===== src/rtl/gfe_pkg.sv =====
// Shared types, constants and the arctangent table for the GNSS fix to local ENU block.
package gfe_pkg;

	// Width of the shared step counter (covers up to 32 CORDIC steps).
	localparam int IDX_W = 5;
	localparam int CORDIC_STEPS_DEF = 24;

	// Input item kinds.
	localparam logic [1:0] KIND_SOL = 2'd1;
	localparam logic [1:0] KIND_RST = 2'd2;

	// Lowest fix type that counts as a 3D fix.
	localparam logic [2:0] FIX_3D = 3'd3;

	// Fixed-point constants.
	localparam logic [31:0] PI_Q30 = 32'd3373259426;
	localparam logic [30:0] LAT_FULL = 31'd1800000000;
	localparam logic [61:0] LAT_HALF = 62'd900000000;
	localparam logic [29:0] LAT_MAX = 30'd900000000;
	localparam logic signed [33:0] GAIN_Q30 = 34'sd652032875;
	localparam logic [36:0] K_MM_Q32 = 37'd47811357236;

	// Reciprocal of the half-turn constant, floor(2^62 / LAT_FULL).
	localparam logic [31:0] LAT_RECIP = 32'd2562047788;

	// Result selection.
	localparam logic [1:0] RES_ZERO = 2'd0;
	localparam logic [1:0] RES_TIME = 2'd1;
	localparam logic [1:0] RES_FULL = 2'd2;

	// Shared multiplier operations.
	localparam logic [1:0] MOP_G = 2'd0;
	localparam logic [1:0] MOP_E = 2'd1;
	localparam logic [1:0] MOP_N = 2'd2;

	// Commands from the controller to the datapath.
	typedef struct packed {
		logic             load_in;
		logic             clear;
		logic             set_prev;
		logic             latch_origin;
		logic             div_start;
		logic             div_step;
		logic             cord_step;
		logic             cos_load;
		logic             mul_step;
		logic [1:0]       mul_op;
		logic [IDX_W-1:0] idx;
		logic [1:0]       res;
		logic             out_load;
	} gfe_cmd_t;

	// Status from the datapath to the controller.
	typedef struct packed {
		logic [1:0] kind;
		logic       tow_same;
		logic       fix_3d;
		logic       origin_set;
	} gfe_stat_t;

	// Arctangent of 2^-i in Q2.30.
	function automatic logic [33:0] atan_q30(input logic [IDX_W-1:0] i);
		logic [33:0] a;
		case (i)
			5'd0:  a = 34'd843314857;
			5'd1:  a = 34'd497837829;
			5'd2:  a = 34'd263043837;
			5'd3:  a = 34'd133525159;
			5'd4:  a = 34'd67021687;
			5'd5:  a = 34'd33543516;
			5'd6:  a = 34'd16775851;
			5'd7:  a = 34'd8388437;
			5'd8:  a = 34'd4194283;
			5'd9:  a = 34'd2097149;
			5'd10: a = 34'd1048576;
			5'd31: a = 34'd0;
			default: a = 34'd1 << (5'd30 - i);
		endcase
		return a;
	endfunction

endpackage


===== src/rtl/gfe_ctrl.sv =====
// Controller state machine that sequences the GNSS fix to local ENU datapath.
module gfe_ctrl
	import gfe_pkg::*;
#(
	parameter int CORDIC_STEPS = CORDIC_STEPS_DEF
) (
	input  logic      clk,
	input  logic      arst_n,
	input  logic      in_valid,
	output logic      in_stall,
	output logic      out_valid,
	input  logic      out_stall,
	input  gfe_stat_t stat,
	output gfe_cmd_t  cmd
);

	localparam logic [2:0] ST_IDLE   = 3'd0;
	localparam logic [2:0] ST_DECIDE = 3'd1;
	localparam logic [2:0] ST_DIV    = 3'd2;
	localparam logic [2:0] ST_CORD   = 3'd3;
	localparam logic [2:0] ST_CLAT   = 3'd4;
	localparam logic [2:0] ST_MUL    = 3'd5;
	localparam logic [2:0] ST_EMIT   = 3'd6;

	localparam logic [IDX_W-1:0] DIV_LAST  = IDX_W'(2);
	localparam logic [IDX_W-1:0] CORD_LAST = IDX_W'(CORDIC_STEPS - 1);
	localparam logic [IDX_W-1:0] MUL_LAST  = IDX_W'(2);

	logic [2:0]       state_q, state_d;
	logic [IDX_W-1:0] idx_q, idx_d;
	logic [1:0]       mop_q, mop_d;
	logic [1:0]       res_q, res_d;
	logic             out_valid_q;
	logic             out_free;

	assign in_stall  = (state_q != ST_IDLE);
	assign out_valid = out_valid_q;
	assign out_free  = !out_valid_q || !out_stall;

	// Next state and command decode.
	always_comb begin
		state_d = state_q;
		idx_d   = idx_q;
		mop_d   = mop_q;
		res_d   = res_q;
		cmd     = '0;
		cmd.idx    = idx_q;
		cmd.mul_op = mop_q;
		cmd.res    = res_q;
		unique case (state_q)
			ST_IDLE: begin
				if (in_valid) begin
					cmd.load_in = 1'b1;
					state_d = ST_DECIDE;
				end
			end
			ST_DECIDE: begin
				idx_d = '0;
				if (stat.kind == KIND_RST) begin
					cmd.clear = 1'b1;
					state_d = ST_IDLE;
				end else if (stat.kind != KIND_SOL || stat.tow_same) begin
					res_d = RES_ZERO;
					state_d = ST_EMIT;
				end else begin
					cmd.set_prev = 1'b1;
					if (!stat.fix_3d) begin
						res_d = RES_TIME;
						state_d = ST_EMIT;
					end else if (!stat.origin_set) begin
						cmd.latch_origin = 1'b1;
						cmd.div_start = 1'b1;
						state_d = ST_DIV;
					end else begin
						mop_d = MOP_G;
						state_d = ST_MUL;
					end
				end
			end
			ST_DIV: begin
				cmd.div_step = 1'b1;
				if (idx_q == DIV_LAST) begin
					idx_d = '0;
					state_d = ST_CORD;
				end else begin
					idx_d = idx_q + 1'b1;
				end
			end
			ST_CORD: begin
				cmd.cord_step = 1'b1;
				if (idx_q == CORD_LAST) begin
					idx_d = '0;
					state_d = ST_CLAT;
				end else begin
					idx_d = idx_q + 1'b1;
				end
			end
			ST_CLAT: begin
				cmd.cos_load = 1'b1;
				mop_d = MOP_G;
				state_d = ST_MUL;
			end
			ST_MUL: begin
				cmd.mul_step = 1'b1;
				if (idx_q == MUL_LAST) begin
					idx_d = '0;
					if (mop_q == MOP_G) begin
						mop_d = MOP_E;
					end else if (mop_q == MOP_E) begin
						mop_d = MOP_N;
					end else begin
						res_d = RES_FULL;
						state_d = ST_EMIT;
					end
				end else begin
					idx_d = idx_q + 1'b1;
				end
			end
			ST_EMIT: begin
				if (out_free) begin
					cmd.out_load = 1'b1;
					state_d = ST_IDLE;
				end
			end
			default: begin
				state_d = ST_IDLE;
			end
		endcase
	end

	// Control registers.
	always_ff @(posedge clk or negedge arst_n) begin
		if (!arst_n) begin
			state_q     <= ST_IDLE;
			idx_q       <= '0;
			mop_q       <= MOP_G;
			res_q       <= RES_ZERO;
			out_valid_q <= 1'b0;
		end else begin
			state_q <= state_d;
			idx_q   <= idx_d;
			mop_q   <= mop_d;
			res_q   <= res_d;
			if (cmd.out_load) begin
				out_valid_q <= 1'b1;
			end else if (!out_stall) begin
				out_valid_q <= 1'b0;
			end
		end
	end

endmodule


===== config.mk =====
export PLATFORM = sky130hd
export DESIGN_NAME = gfe_ctrl
export DESIGN_NICKNAME = d
export VERILOG_FILES = /design/src/rtl/gfe_pkg.sv /design/src/rtl/gfe_ctrl.sv
export SDC_FILE = /design/constraint.sdc
export NUM_CORES = 1
export LEC_CHECK = 0
export ABC_AREA = 0
export BUFFER_PORTS_ARGS = -buffer_cell sky130_fd_sc_hd__buf_2
export CAP_MARGIN = 20
export CORE_ASPECT_RATIO = 1.25
export CORE_MARGIN = 2
export CORE_UTILIZATION = 54
export DETAILED_ROUTE_END_ITERATION = 8
export PLACE_DENSITY_LB_ADDON = 0.25
export SLEW_MARGIN = 5
export SYNTH_ARGS = -nofsm -noshare
export SYNTH_HDL_FRONTEND = slang
export SYNTH_SLANG_ARGS = --single-unit

===== constraint.sdc =====
create_clock -name clk -period 6.8 [get_ports clk]
set_clock_uncertainty 0.2 [all_clocks]
set_input_delay 1.36 -clock clk [delete_from_list [all_inputs] [get_ports clk]]
set_output_delay 1.36 -clock clk [all_outputs]
set_load 0.005 [all_outputs]

### Yosys cells after proc, flatten, opt, wreduce, memory -nomap -nowiden

Index checks and enable logic that the tools add are counted.

| cells by class | value |
|---|---|
| $add $sub $neg | 1 |
| multiplexer cells | 46 |
| reductions and logical operators | 14 |
| equal/unequal tests | 25 |

Operators by type and width:

| operator | count |
|---|---|
| $mux W3 | 13 |
| $mux W2 | 15 |
| $ne A2 B2 Y1 const B | 11 |
| $pmux W3 S7 | 1 |
| $pmux W5 S3 | 1 |
| $reduce_and A7 Y1 | 2 |
| $mux W1 | 11 |
| $mux W5 | 2 |
| $eq A3 B3 Y1 const B | 3 |
| $reduce_bool A3 Y1 | 3 |
| $eq A3 B2 Y1 const B | 2 |
| $ne A3 B3 Y1 const B | 2 |
| $pmux W2 S3 | 1 |
| $reduce_and A6 Y1 | 1 |
| $add A5 B1 Y5 const B | 1 |
| $eq A5 B2 Y1 const B | 1 |
| $eq A5 B5 Y1 const B | 1 |
| $mux W4 | 1 |
| $ne A2 B1 Y1 const B | 2 |
| $pmux W2 S2 | 1 |
| $eq A3 B1 Y1 const B | 1 |
| $logic_not A3 Y1 | 1 |
| $eq A2 B1 Y1 const B | 1 |
| $eq A2 B2 Y1 const B | 1 |
| 5 further kinds | 7 |

| word-level totals | value |
|---|---|
| output and inout bits | 21 |
| word-level logic and storage cells | 91 |
| register bits | 13 |
| input port bits | 9 |

### Longest topological paths before layout

Gate-level depths: netlist of run 1.

| depth | value |
|---|---|
| depth in word-level cells | 5 |
| depth in mapped cells | 6 |
| depth with buffers taken out | 6 |

### Least setup slack after synthesis of run 1

OpenSTA, ideal clock, no wires.

| timing | value |
|---|---|
| kind | in2out |
| start point | input stat[4] (netlist bit) |
| end point | output cmd[15] (netlist bit) |
| data required time | 5.240 ns |
| arrival | 1.999 ns |
| slack | 3.241 ns |
| stages on the path | 4 |
| path through | and4bb_2 -> nand2_1 -> nor2_1 -> buf_4 |

RTL lines:

| element | RTL line | source |
|---|---|---|
| start, declared | gfe_ctrl.sv:13 | `input gfe_stat_t stat,` |
| end, declared | gfe_ctrl.sv:14 | `output gfe_cmd_t cmd` |

==> reports/metrics.yaml, run 1 <==
sta:
  slew_headroom_pct: 60.5
  tns_ns: 0
  fin_crit_sh_pct: 55.4
  period_minus_slack_ns: 3.77
  drv_slew: 0
  hold_violations: 0
  worst_pin_slew_ns: 0.584
  setup_viol: 0
  rsz0062_at_grt: "false"
  fmax_ghz: 0.265
cts:
  clk_latency_ns: 0.28
  post-cts-setup-buffers: 0
  cts-hold-fix-buffers: 0
  numClockSinks: 13
  cts.path.max_buffers: 2
  clk_pin_slew_ns: 0.08
  cts_inserted_buffers: 3
  tritoncts: "built"
  cts_resized: 0
  cts_max_level: 1
  cts-root-buf: "clkbuf_4"
critical_path:
  critical_path_arrival_ns: 2.21
  crit_type: "primary input to output pin"
  cp_slowest_cell: "or3b_2"
  cp_top_family: "simple AND/OR/NAND/NOR gates"
  reg2regPathDepth: 6
  crit_fanout: 3
  crit_path_end_kind: "output pin"
  startpoint_type: "primary input"
  path_common_cell: "buf_2"
  worst_path_largest_cell_delay_ns: 0.50
  path_cells: "buf_2 > or3b_2 > nor2_1 > buf_2"
  path_depth: 4
  path_buf_inv: 2
  cp_data_required_time_ns: 5.24
global_routing:
  grt_usage_pct: 22.9
  grt_pass1_wl_mm: 3.82
  grt_antenna_before_repair: 0
  grt_max_degree: 20
  grt_pass1_vias: 884
  overflow: 0
die:
  die_h_um: 51.7
  rows: 17
  start_util_pct: 56.2
  ios: 30
  die_width_um: 42.1
  die_area_mm2: 0.00218
  core_area_mm2: 0.00174
logic_synthesis:
  synth_edf_count: 0
  synth_nets: 127
  async_reset_ff_share_pct: 100
  synthFlopType: "dfrtp_1"
  netlist_instances: 116
  yosysWarnings: 0
  ys_ff_latch: 13
  synth_area_um2: 981
  avgSynthCellArea_um2: 8.46
  synth.yosys.seq_area_share_pct: 33.2
  ys_types: 43
placement:
  place.gp.congestion: 0.863
  hpwl_mm: 1.63
  port_buffers: 29
drt:
  viasPerCell: 6.11
  via_count: 972
  drc: 0
  drt_iter0_markers: 29
  wl_mm: 2.25
  drtAntennaViolNets: 0
  drt-wirelength-per-cell_um: 14.2
  dr.pass1.iters: 4
power:
  peakVddDrop_mv: 0.271
  total_power_w: 0.000441
  power_density_mw_per_mm2: 391
  p_leak_nw: 0.567
run:
  maxCapViolations: 0
cells_and_area:
  nets: 152
  syn2layout_area_growth_pct: 14.8
  layout-drive-gt1-share_pct: 27.1
  diodes: 0
min_path:
  hp-class: "register to register"
  worstHoldPathCells: 1
run_status:
  status: "finished, final reports clean"
-- power by group --
group,total [W],internal [W],switching (W)
Combinational,0.000225,0.000114,0.000111
Sequential,0.000164,0.000104,0.0000604
Clock,0.0000508,0.0000228,0.0000280
-- cell usage after synthesis, types with 3 or more instances --
library cell,instances,share of area [%]
nor3b_1,3,2.3
a21oi_1,7,3.6
o21ai_0,5,2.6
nand3_1,3,1.5
dfrtp_1,13,33
inv_1,5,1.9
nor2_1,7,2.7
a31oi_1,3,1.9
clkbuf_1,5,1.9
nand2b_1,3,1.9
nor3_1,3,1.5
nor2b_1,3,1.9
nand2_1,14,5.4
a22o_1,3,2.7
-- cell type report --
| class | count | area (um2) |
|---|---|---|
| Fill cell | 162 | 618 |
| Tap cell | 19 | 23.8 |
| Timing Repair Buffer | 29 | 145 |
| Clock buffer | 4 | 26.3 |
| Multi-Input combinational cell | 89 | 587 |
| Sequential cell | 13 | 325 |
| Inverter | 5 | 18.8 |
-- cells in the final DEF (no fill, tap or decap), types with 5 or more instances in the layout --
master	count
nor2_1	7
buf_2	29
inv_1	5
o21ai_0	5
a21oi_1	7
dfrtp_1	13
nand2_1	14
-- kinds of logic after synthesis --
family          synth area share, %
fa+ha+maj                      2.55
simple gates                   30.5
flops                          33.2
buf+inv                        7.01
mux                            4.34
compound gates                 22.4
-- path summary, 6_finish.rpt --
path / start / end / slack, ns
worst min register to register: res_q[1] / res_q[1] / 0.30
worst max-delay path: stat[2] / cmd[16] / 3.03
worst min-delay path: res_q[1] / res_q[1] / 0.30
max in group asynchronous: arst_n / idx_q[1] / 5.41
min in group asynchronous: arst_n / state_q[2] / 0.76
worst max register to register: idx_q[0] / state_q[1] / 4.40
-- metal layers --
layer,vias up,global-route usage [%],part of all wire (%)
met5,-,0,0
met4,0,12.0,1.4
met3,6,4.17,5.4
met2,33,38.5,47
met1,455,28.0,46
li1,478,-,-
-- stage by stage --
| step | instances | cell area [um2] | setup slack [ns] | utilization [%] | hold WS [ns] |
|---|---|---|---|---|---|
| floorplan | 116 | 981 | 3.24 | - | 0.298 |
| global placement | 155 | 1100 | 3.08 | 63.1 | 0.288 |
| detailed placement | 155 | 1100 | 3.02 | 63.1 | 0.291 |
| CTS | 159 | 1130 | 3.02 | 64.6 | 0.310 |
| global route | 159 | 1130 | 2.99 | 64.6 | 0.327 |
| finish | 159 | 1130 | 3.03 | 64.6 | 0.302 |
-- registers in the layout, indices dropped and copies added (netlist names) --
name	flops
state_q	3
res_q	2
mop_q	2
out_valid	1
idx_q	5
Note: power is estimated with default switching activity, not from simulation.
==> run 2: changes to the inputs <==
--- a/config.mk
+++ b/config.mk
@@ -5,12 +5,12 @@
 export SDC_FILE = /design/constraint.sdc
 export NUM_CORES = 1
 export LEC_CHECK = 0
-export ABC_AREA = 0
+export ABC_AREA = 1
 export BUFFER_PORTS_ARGS = -buffer_cell sky130_fd_sc_hd__buf_2
 export CAP_MARGIN = 20
 export CORE_ASPECT_RATIO = 1.25
 export CORE_MARGIN = 2
-export CORE_UTILIZATION = 54
+export CORE_UTILIZATION = 50
 export DETAILED_ROUTE_END_ITERATION = 8
 export PLACE_DENSITY_LB_ADDON = 0.25
 export SLEW_MARGIN = 5
==> constraint.sdc (replaced) <==
create_clock -name clk -period 3.79 [get_ports clk]
set_clock_uncertainty 0.2 [all_clocks]
set_input_delay 0.758 -clock clk [delete_from_list [all_inputs] [get_ports clk]]
set_output_delay 0.758 -clock clk [all_outputs]
set_load 0.005 [all_outputs]
==> reports/metrics.yaml, run 2 <==
logic_synthesis:
  synthTopCellsByArea: "dfrtp_1, nand2_1, nor2_1"
  synthFlopType: "dfrtp_1"
  synth_nets: 166  # +31%
  avgSynthCellArea_um2: 6.37  # -25%
  synth_edf_count: 0  # unchanged
  synth.yosys.seq_area_share_pct: 33.0  # -0.21 points
  synth_common_cells: "nand2_1, nor2_1, inv_1, dfrtp_1, nand3_1"
  async_reset_ff_share_pct: 100  # unchanged
  synth_area_um2: 987  # +0.64%
  yosysWarnings: 0  # unchanged
  synth.most_common_cell: "nand2_1"
  ys_ff_latch: 13  # unchanged
  ys_types: 20  # -53%
  synth_top_area_cell: "dfrtp_1"
  synthDominantCellAreaShare_pct: 33.0  # -0.21 points
  netlist_instances: 155  # +34%
cells_and_area:
  final_common_cell: "nand2_1"
  diodes: 0  # unchanged
  largest_reg_flops: 5  # unchanged
  reg_top3: "idx_q x5, state_q x3"
  layout-drive-gt1-share_pct: 25.0  # -2.1 points
  fin_area_mm2: 0.00115  # +2.1%
  mostFrequentLayoutCells: "nand2_1, buf_2, nor2_1"
  regMostFlops: "idx_q"
  syn2layout_area_growth_pct: 16.5
  final.fill_count: 196  # +21%
  nets: 196  # +29%
critical_path:
  cp_top_family: "simple AND/OR/NAND/NOR gates"
  cp_data_required_time_ns: 2.83  # -2.41 ns
  path_buf_inv: 3  # +1
  startpoint_type: "primary input"
  rrSetupSlack_ns: 2.05  # -2.35 ns
  crit_fanout: 5  # +2
  crit_type: "primary input to output pin"
  worst_path_largest_cell_delay_ns: 0.13  # -0.37 ns
  path_cells: "buf_2 > nor2_1 > nand2_1 > inv_1 > nand2_1 > nor2_1 > buf_2"
  critical_path_arrival_ns: 1.49  # -0.72 ns
  crit_path_end_kind: "output pin"
  cp_slowest_cell: "buf_2"
die:
  ios: 30  # unchanged
  rows: 18  # +1
  core_area_mm2: 0.00191  # +9.8%
  start_util_pct: 51.6  # -4.7 points
  die_area_mm2: 0.00235  # +7.9%
  die_h_um: 53.7  # +3.9%
  die_width_um: 43.7  # +3.9%
drt:
  dr.pass1.iters: 4  # unchanged
  wl_mm: 2.09  # -7.3%
  viasPerCell: 4.97  # -19%
  drc: 0  # unchanged
  drt-wirelength-per-cell_um: 10.2  # -28%
  via_count: 1013  # +4.2%
  drt_iter0_markers: 11  # -62%
  drtAntennaViolNets: 0  # unchanged
cts:
  cts_resized: 0  # unchanged
  cts-hold-fix-buffers: 0  # unchanged
  cts.path.max_buffers: 2  # unchanged
  cts-root-buf: "clkbuf_4"
  tritoncts: "built"
  clk_latency_ns: 0.28  # about the same
  cts_max_level: 1  # unchanged
  post-cts-setup-buffers: 0  # unchanged
  cts_inserted_buffers: 3  # unchanged
  numClockSinks: 13  # unchanged
  clk_pin_slew_ns: 0.08  # about the same
global_routing:
  grt_antenna_before_repair: 0  # unchanged
  grt_usage_pct: 20.4  # -2.6 points
  grt_max_degree: 14  # -30%
  grt_pass1_wl_mm: 3.58  # -6.3%
  overflow: 0  # unchanged
  grt_pass1_vias: 921  # +4.2%
min_path:
  hp-class: "primary input to asynchronous set/reset pin"
sta:
  period_minus_slack_ns: 2.45
  tns_ns: 0  # unchanged
  hold_violations: 0  # unchanged
  worst_pin_slew_ns: 0.311  # -0.273 ns
  slew_headroom_pct: 79.3  # +19 points
  fin_crit_sh_pct: 64.5
  timing.hold.ws_ns: 0.151  # -0.152 ns
  drv_slew: 0  # unchanged
  fmax_ghz: 0.409
  rsz0062_at_grt: "false"
  setup_viol: 0  # unchanged
run_status:
  status: "finished, final reports clean"
power:
  peakVddDrop_mv: 0.398  # +47%
  p_leak_nw: 0.733  # +29%
  power_density_mw_per_mm2: 697  # +78%
placement:
  port_buffers: 29  # unchanged
  dpl_cell_area_mm2: 0.00112  # +2.2%
  place.gp.congestion: 0.846  # -2.0%
  hpwl_mm: 1.71  # +4.6%
run:
  maxCapViolations: 0  # unchanged
run 2: cell types whose count changed after synthesis, sizes merged, moves of 3 or more:
cell / previous run / this run
nand2: 14 / 61
nor2: 7 / 30
inv: 5 / 23
a21oi: 7 / 0
nand3: 3 / 9
clkbuf: 5 / 0
a22o: 3 / 0
a31oi: 3 / 0
nand2b: 3 / 0
nor2b: 3 / 0
nor3b: 3 / 0
run 2: metal layers:
metal | track usage, % | wire length (um)
met5 | 0 | 0
met4 | 10.1 | 45
met3 | 3.02 | 90
met2 | 36.3 | 1030
met1 | 23.6 | 914
run 2: cell families after synthesis:
| family | after synthesis | synth area share [%] |
|---|---|---|
| flip-flops | 13 | 33.0 |
| AO/OA/AOI/OAI | 8 | 4.56 |
| adder cells (fa/ha/maj) | 2 | 2.53 |
| AND/OR/NAND/NOR | 103 | 46.0 |
| buffers and inverters | 27 | 12.2 |
| XOR/XNOR | 2 | 1.77 |
run 2: power breakdown:
group          total (W)  switching [W]  internal (W)
combinational   0.000463       0.000288      0.000175
sequential      0.000250      0.0000635      0.000186
clock          0.0000892      0.0000483     0.0000409
run 2: cell type report:
cell class / count / area [um2] / share of cell area (%)
multi-input combinational: 115 / 542 / 47.1
sequential: 13 / 325 / 28.3
timing repair buffer: 29 / 145 / 12.6
inverter: 23 / 86.3 / 7.51
clock buffer: 4 / 26.3 / 2.29
tap: 20 / 25.0 / 2.18
run 2: worst reg2reg max path, delay by kind of cell (launching register included):
family / cells / cell delay (ns)
DFF: 1 / 0.44
adders and majority gates: 1 / 0.14
buffers and inverters: 3 / 0.19
and+or+nand+nor: 7 / 0.67
run 2: final timing paths:
| kind | end | start | depth (start not counted) |
|---|---|---|---|
| worst max-delay path | cmd[15] | stat[2] | 7 |
| worst min-delay path | idx_q[4] | arst_n | 1 |
| worst max register to register | state_q[1] | idx_q[0] | 11 |
| worst min register to register | res_q[0] | res_q[0] | 2 |
| max in group asynchronous | mop_q[0] | arst_n | 1 |
| min in group clk | res_q[0] | res_q[0] | 2 |
run 2: stage by stage:
step,instances,total power [W],util (%),setup slack [ns]
2_1_floorplan,155,0.000608,-,1.48
3_3_place_gp,200,0.000706,58.7,1.41
3_5_place_dp,200,0.000718,58.7,1.34
4_1_cts,204,0.000807,60.1,1.34
5_1_grt,204,0.000897,60.1,1.15
6_report,204,0.000801,60.1,1.34
